--- src/rtl/ppid_pkg.sv ---
package ppid_pkg;

	localparam int unsigned ValW   = 14;
	localparam int unsigned GainW  = 16;
	localparam int unsigned DriveW = 16;
	localparam int unsigned ErrW   = 15;
	localparam int unsigned DiffW  = 16;
	localparam int unsigned SumW   = 32;
	localparam int unsigned IdxW   = 3;
	localparam int unsigned TotW   = 51;
	localparam int unsigned Shift  = 8;

	localparam logic [SumW-1:0] SumMax = {1'b0, {(SumW-1){1'b1}}};
	localparam logic [SumW-1:0] SumMin = {1'b1, {(SumW-1){1'b0}}};

	typedef enum logic [IdxW-1:0] {
		REG_PROP_GAIN     = 3'd0,
		REG_INTEG_GAIN    = 3'd1,
		REG_DERIV_GAIN    = 3'd2,
		REG_DEAD_ZONE     = 3'd3,
		REG_INTEGRAL_BAND = 3'd4,
		REG_OUTPUT_LIMIT  = 3'd5
	} reg_idx_t;

	typedef struct packed {
		logic [GainW-1:0]  prop_gain;
		logic [GainW-1:0]  integ_gain;
		logic [GainW-1:0]  deriv_gain;
		logic [ValW-1:0]   dead_zone;
		logic [ValW-1:0]   integral_band;
		logic [DriveW-1:0] output_limit;
	} cfg_t;

	typedef struct packed {
		logic signed [ErrW-1:0] prev_error;
		logic signed [SumW-1:0] error_sum;
		logic [DriveW-1:0]      prev_drive;
	} pid_state_t;

endpackage

--- src/rtl/ppid_cfg.sv ---
module ppid_cfg
	import ppid_pkg::*;
(
	input  logic            clk,
	input  logic            arst_n,
	input  logic            wr_en,
	input  logic [IdxW-1:0] wr_index,
	input  logic [15:0]     wr_data,
	output cfg_t            cfg
);

	cfg_t cfg_q;

	always_ff @(posedge clk or negedge arst_n) begin
		if (!arst_n) begin
			cfg_q.prop_gain     <= '0;
			cfg_q.integ_gain    <= '0;
			cfg_q.deriv_gain    <= '0;
			cfg_q.dead_zone     <= '0;
			cfg_q.integral_band <= '0;
			cfg_q.output_limit  <= '1;
		end else if (wr_en) begin
			case (reg_idx_t'(wr_index))
				REG_PROP_GAIN:     cfg_q.prop_gain     <= wr_data[GainW-1:0];
				REG_INTEG_GAIN:    cfg_q.integ_gain    <= wr_data[GainW-1:0];
				REG_DERIV_GAIN:    cfg_q.deriv_gain    <= wr_data[GainW-1:0];
				REG_DEAD_ZONE:     cfg_q.dead_zone     <= wr_data[ValW-1:0];
				REG_INTEGRAL_BAND: cfg_q.integral_band <= wr_data[ValW-1:0];
				REG_OUTPUT_LIMIT:  cfg_q.output_limit  <= wr_data[DriveW-1:0];
				default: ;
			endcase
		end
	end

	assign cfg = cfg_q;

endmodule

--- src/rtl/ppid_calc.sv ---
module ppid_calc
	import ppid_pkg::*;
(
	input  cfg_t              cfg,
	input  logic [ValW-1:0]   target,
	input  logic [ValW-1:0]   feedback,
	input  pid_state_t        cur,
	output pid_state_t        nxt,
	output logic [DriveW-1:0] drive
);

	logic signed [ErrW-1:0]   err;
	logic [ValW-1:0]          mag;
	logic                     outside;
	logic                     in_band;
	logic                     at_limit;
	logic                     idle;
	logic                     add_ok;
	logic [SumW:0]            sum_wide;
	logic [SumW-1:0]          sum_sat;
	logic signed [SumW-1:0]   sum_next;
	logic signed [GainW:0]    kp_s;
	logic signed [GainW:0]    ki_s;
	logic signed [GainW:0]    kd_s;
	logic signed [DiffW-1:0]  diff;
	logic signed [31:0]       p_term;
	logic signed [32:0]       d_term;
	logic signed [48:0]       i_term;
	logic signed [TotW-1:0]   p_ext;
	logic signed [TotW-1:0]   d_ext;
	logic signed [TotW-1:0]   i_ext;
	logic [TotW-1:0]          total;
	logic                     positive;
	logic [TotW-Shift-1:0]    scaled;
	logic [DriveW-1:0]        clamped;

	assign err = $signed({1'b0, target}) - $signed({1'b0, feedback});
	assign mag = err[ErrW-1] ? ValW'(-err) : err[ValW-1:0];

	assign outside  = mag > cfg.dead_zone;
	assign in_band  = mag < cfg.integral_band;
	assign at_limit = cur.prev_drive >= cfg.output_limit;
	assign idle     = cur.prev_drive == '0;

	// A saturated drive only lets the sum unwind; an idle drive only lets it grow.
	assign add_ok = at_limit ? err[ErrW-1]
	              : (idle ? (!err[ErrW-1] && (err != '0)) : 1'b1);

	assign sum_wide = {cur.error_sum[SumW-1], cur.error_sum}
	                + {{(SumW+1-ErrW){err[ErrW-1]}}, err};
	assign sum_sat  = (sum_wide[SumW] != sum_wide[SumW-1])
	                ? (sum_wide[SumW] ? SumMin : SumMax) : sum_wide[SumW-1:0];
	assign sum_next = (outside && in_band && add_ok) ? $signed(sum_sat) : cur.error_sum;

	assign kp_s = $signed({1'b0, cfg.prop_gain});
	assign ki_s = $signed({1'b0, cfg.integ_gain});
	assign kd_s = $signed({1'b0, cfg.deriv_gain});
	assign diff = $signed({err[ErrW-1], err})
	            - $signed({cur.prev_error[ErrW-1], cur.prev_error});

	assign p_term = 32'(kp_s) * 32'(err);
	assign d_term = 33'(kd_s) * 33'(diff);
	assign i_term = 49'(ki_s) * 49'(sum_next);

	assign p_ext = TotW'(p_term);
	assign d_ext = TotW'(d_term);
	assign i_ext = in_band ? TotW'(i_term) : '0;
	assign total = p_ext + d_ext + i_ext;

	assign positive = !total[TotW-1] && (total != '0);
	assign scaled   = total[TotW-1:Shift];
	assign clamped  = (scaled > (TotW-Shift)'(cfg.output_limit))
	                ? cfg.output_limit : scaled[DriveW-1:0];

	assign drive = (outside && positive) ? clamped : '0;

	assign nxt.prev_error = err;
	assign nxt.error_sum  = sum_next;
	assign nxt.prev_drive = drive;

endmodule

--- src/rtl/positional_pid_with_antiwindup_top.sv ---
// Positional PID controller with dead zone, integral separation and conditional
// anti-windup. Each sample beat (target, feedback) is captured in an input register;
// the whole control update, including the saturating 32-bit error sum and the three
// gain products, is combinational between that register and the drive register, and a
// new sample is taken every cycle unless drive_stall holds the output. The loop through
// the error sum and the previous drive is closed through the state register. The user
// writes gains and thresholds through the configuration channel only while no sample
// is in flight; the block itself does not enforce this, and cfg_ready is always high.
module positional_pid_with_antiwindup_top
	import ppid_pkg::*;
(
	input  logic              clk,
	input  logic              arst_n,
	input  logic              sample_valid,
	output logic              sample_stall,
	input  logic [ValW-1:0]   target,
	input  logic [ValW-1:0]   feedback,
	output logic              drive_valid,
	input  logic              drive_stall,
	output logic [DriveW-1:0] drive,
	input  logic              cfg_valid,
	output logic              cfg_ready,
	input  logic [IdxW-1:0]   cfg_index,
	input  logic [15:0]       cfg_data
);

	cfg_t              cfg;
	pid_state_t        state_q;
	pid_state_t        state_nxt;
	logic              valid_s1;
	logic [ValW-1:0]   target_s1;
	logic [ValW-1:0]   feedback_s1;
	logic              drive_valid_q;
	logic [DriveW-1:0] drive_q;
	logic [DriveW-1:0] drive_calc;
	logic              advance;
	logic              take;

	assign cfg_ready = 1'b1;

	ppid_cfg u_cfg (
		.clk      (clk),
		.arst_n   (arst_n),
		.wr_en    (cfg_valid && cfg_ready),
		.wr_index (cfg_index),
		.wr_data  (cfg_data),
		.cfg      (cfg)
	);

	ppid_calc u_calc (
		.cfg      (cfg),
		.target   (target_s1),
		.feedback (feedback_s1),
		.cur      (state_q),
		.nxt      (state_nxt),
		.drive    (drive_calc)
	);

	assign advance      = valid_s1 && (!drive_valid_q || !drive_stall);
	assign sample_stall = valid_s1 && !advance;
	assign take         = sample_valid && !sample_stall;

	always_ff @(posedge clk or negedge arst_n) begin
		if (!arst_n) begin
			valid_s1 <= 1'b0;
		end else if (take) begin
			valid_s1 <= 1'b1;
		end else if (advance) begin
			valid_s1 <= 1'b0;
		end
	end

	always_ff @(posedge clk) begin
		if (take) begin
			target_s1   <= target;
			feedback_s1 <= feedback;
		end
	end

	always_ff @(posedge clk or negedge arst_n) begin
		if (!arst_n) begin
			state_q       <= '0;
			drive_valid_q <= 1'b0;
		end else if (advance) begin
			state_q       <= state_nxt;
			drive_valid_q <= 1'b1;
		end else if (!drive_stall) begin
			drive_valid_q <= 1'b0;
		end
	end

	always_ff @(posedge clk) begin
		if (advance) begin
			drive_q <= drive_calc;
		end
	end

	assign drive_valid = drive_valid_q;
	assign drive       = drive_q;

endmodule

--- config.mk ---
export PLATFORM = sky130hd
export DESIGN_NAME = positional_pid_with_antiwindup_top
export DESIGN_NICKNAME = d
export VERILOG_FILES = /design/src/rtl/ppid_pkg.sv /design/src/rtl/ppid_cfg.sv /design/src/rtl/ppid_calc.sv /design/src/rtl/positional_pid_with_antiwindup_top.sv
export SDC_FILE = /design/constraint.sdc
export NUM_CORES = 2
export LEC_CHECK = 0
export ABC_CLOCK_PERIOD_IN_PS = 26000
export BUFFER_PORTS_ARGS = -buffer_cell sky130_fd_sc_hd__clkbuf_2
export CORE_MARGIN = 2
export CORE_UTILIZATION = 25
export CTS_CLUSTER_SIZE = 16
export DETAILED_ROUTE_END_ITERATION = 8
export PLACE_DENSITY = 0.39
export SLEW_MARGIN = 20
export SYNTH_ARGS = -nofsm -noshare
export SYNTH_HDL_FRONTEND = slang
export SYNTH_HIERARCHICAL = 1
export SYNTH_SLANG_ARGS = --single-unit
--- constraint.sdc ---
create_clock -name clk -period 26 [get_ports clk]
set_input_delay 2.6 -clock clk [delete_from_list [all_inputs] [get_ports clk]]
set_output_delay 2.6 -clock clk [all_outputs]
set_load 0.02 [all_outputs]
==> run metrics <==
outcome finished clean; final slew viol count 0; Crit path top cell by count fa_1; crit path launch type flop; Clock Latency Late Sink roughly 0.64 ns; Synth top cells by count inv_1 (1,227), fa_1 (964), nand2_1 (676); top cells by area, synth fa_1 (37%), ha_1 (12%), inv_1 (8.9%); Tmin final approximately 22 ns; DR pass1 iterations 5; unrepaired setup endpoints after global routing false; first-pass GRT wire length 262,000 um; GPL Wtd Cong slightly above 0.9; Root Driver clkbuf_16; crit path DAT between 20 and 25 ns; layout cells sized above 1 8.32%; multi-input logic area approximately 41,000 sq um; Clk pin slew, worst setup/hold paths approximately 0.060 ns; worst r2r path cells between 70 and 80; Seq/Total Area, Yosys 10.1%; CP required 26.57 ns; Remaining DRCs 0; fin area 56,600 sq um; Die ar. 212,000 sq um; gr usage total between 10% and 20%; CTS sink count roughly 200; yosys warns 6; fin util about 27%; highest-delay cell along the critical path or4_1; cts repair resizes 0; GRT Residual Overflow 0; Setup crit end state_q[5]; Synth Instances 5,594; share of the synthesized area in the top cell type between 30% and 40%; vias in the first global route between 40,000 and 50,000; DIE WIDTH around 460 um; dominant synthesized flop cell dfrtp_1; antenna violations before repair 15; Worst setup EP type flop; cts hold-fix bufs 0; placed inst area 55,400 sq um; CP max FO 21; top-count cell post-synth inv_1; Max Cap Violations 0; Vias between 30,000 and 40,000; Finish-stage setup viols 0; setup TNS 0 ns; worst hold margin 0.488 ns; Tcrit/Tclk final between 80% and 90%; pin count of the biggest net entering global routing 56; Post-synth EDFFs 44; Max Clock Skew about 0.04 ns; Num CTS Buffers 31; Initial Utilization between 20 and 30%; reg-to-reg startpoint feedback_s1[1]; Post-layout nets ~7,000; fmax 0.0447 GHz; Post-Syn Area between 50,000 and 60,000 sq um; Layout area overhead 8.69%; Ports between 70 and 80; CTS tree built; crit path kind reg -> reg; Critical Path Source feedback_s1[1]; Worst path max stage delay 0.99 ns; htree depth 1; post-synthesis async set-or-reset flop share around four fifths; postcts setup bufs 0; RR Endpoint state_q[5]; final hold vios 0; top cell type by total area after synthesis fa_1; Hold WC Path Type reg -> reg; relative slew slack between 20% and 30%; worst reg-to-reg setup slack about 3.6 ns; worst-margin pin slew approximately 1.2 ns; # fillers approximately 22,000; synthesis-stage register bit count 201; Yosys cell types ~90; # rows between 150 and 200; Net Count, Synth a little over 7,000; Core Box Area about 210,000 sq um; final wirelength roughly 170,000 um; clock buffer depth 3; chip height 460 um; Vias/cell 4.50; IO buf count between 60 and 70; DR iter-0 viols roughly 2,000; Register Area 5270 sq um; DP Wirelength around 140,000 um; drt wl/cell 20.3 um; Syn Area/Cell approximately 9.3 sq um; Final ANT Viol Nets 0
[cells by family after synthesis]
family | after synthesis | share of synthesized area (%)
other | 1 | 0.00721
adder cells (fa/ha/maj) | 1477 | 49.4
buffers and inverters | 1470 | 11.1
AND/OR/NAND/NOR | 1513 | 14.3
AO/OA/AOI/OAI | 642 | 8.96
multiplexers | 163 | 3.93
XOR/XNOR | 127 | 2.14
flip-flops | 201 | 10.1
[registers in the layout (all words and copies together), names as in the netlist]
name	cells
u_cfg/cfg	92
state_q	63
drive	16
feedback_s1	14
target_s1	14
drive_valid	1
valid_s1	1
[layout make-up]
class,count,area share (%)
Clock buffer,38,1.44
Tap cell,2788,6.17
Antenna cell,4,0.0177
Timing Repair Buffer,144,1.62
Multi-Input combinational cell,3923,72.8
Sequential cell,201,9.32
Clock inverter,20,0.509
Inverter,1229,8.16
[per-stage QoR]
step | cells | worst slack [ns]
floorplan | 5594 | 6.28
global route | 8345 | 2.12
global placement | 8284 | 4.06
detailed placement | 8285 | 3.77
finish | 8347 | 3.63
CTS | 8343 | 3.71
[cell usage in the layout (no fill, tap or decap), drive strengths merged, types with 107 or more instances in the layout]
cell type	n
inv	1230
fa	964
nand2	676
ha	513
and2	363
a21oi	180
nor2	158
mux2	155
dfrtp	141
clkbuf	107
[critical path: cells and delay by family (launching register included)]
| kind | cells | cell delay, ns |
|---|---|---|
| muxes | 1 | 0.15 |
| and+or+nand+nor | 15 | 4.40 |
| adders and majority gates | 20 | 9.94 |
| AOI/OAI and AO/OA | 24 | 5.19 |
| xor gates and xnor gates | 3 | 0.66 |
| buffers and inverters | 11 | 1.56 |
| DFF | 1 | 0.37 |
[layer usage]
layer	global-route usage, %	vias up	share of wire (%)
li1	-	17200	-
met1	22.1	19600	45
met2	28.4	682	50
met3	1.16	116	3.2
met4	2.94	0	1.8
met5	0	-	0
[how the worst min path moves through the flow]
| stage | from | to | slack (ns) | depth (start not counted) |
|---|---|---|---|---|
| global placement | valid_s1 | drive_valid | 0.48 | 1 |
| detailed placement | valid_s1 | drive_valid | 0.48 | 1 |
| CTS | valid_s1 | drive_valid | 0.49 | 1 |
| floorplan | valid_s1 | drive_valid | 0.45 | 1 |
| global route | valid_s1 | drive_valid | 0.51 | 1 |
| finish | valid_s1 | drive_valid | 0.49 | 1 |
Power is left out: the tool's default activity adds up to more than one toggle a clock period on the data nets, which glitch-free logic cannot reach.
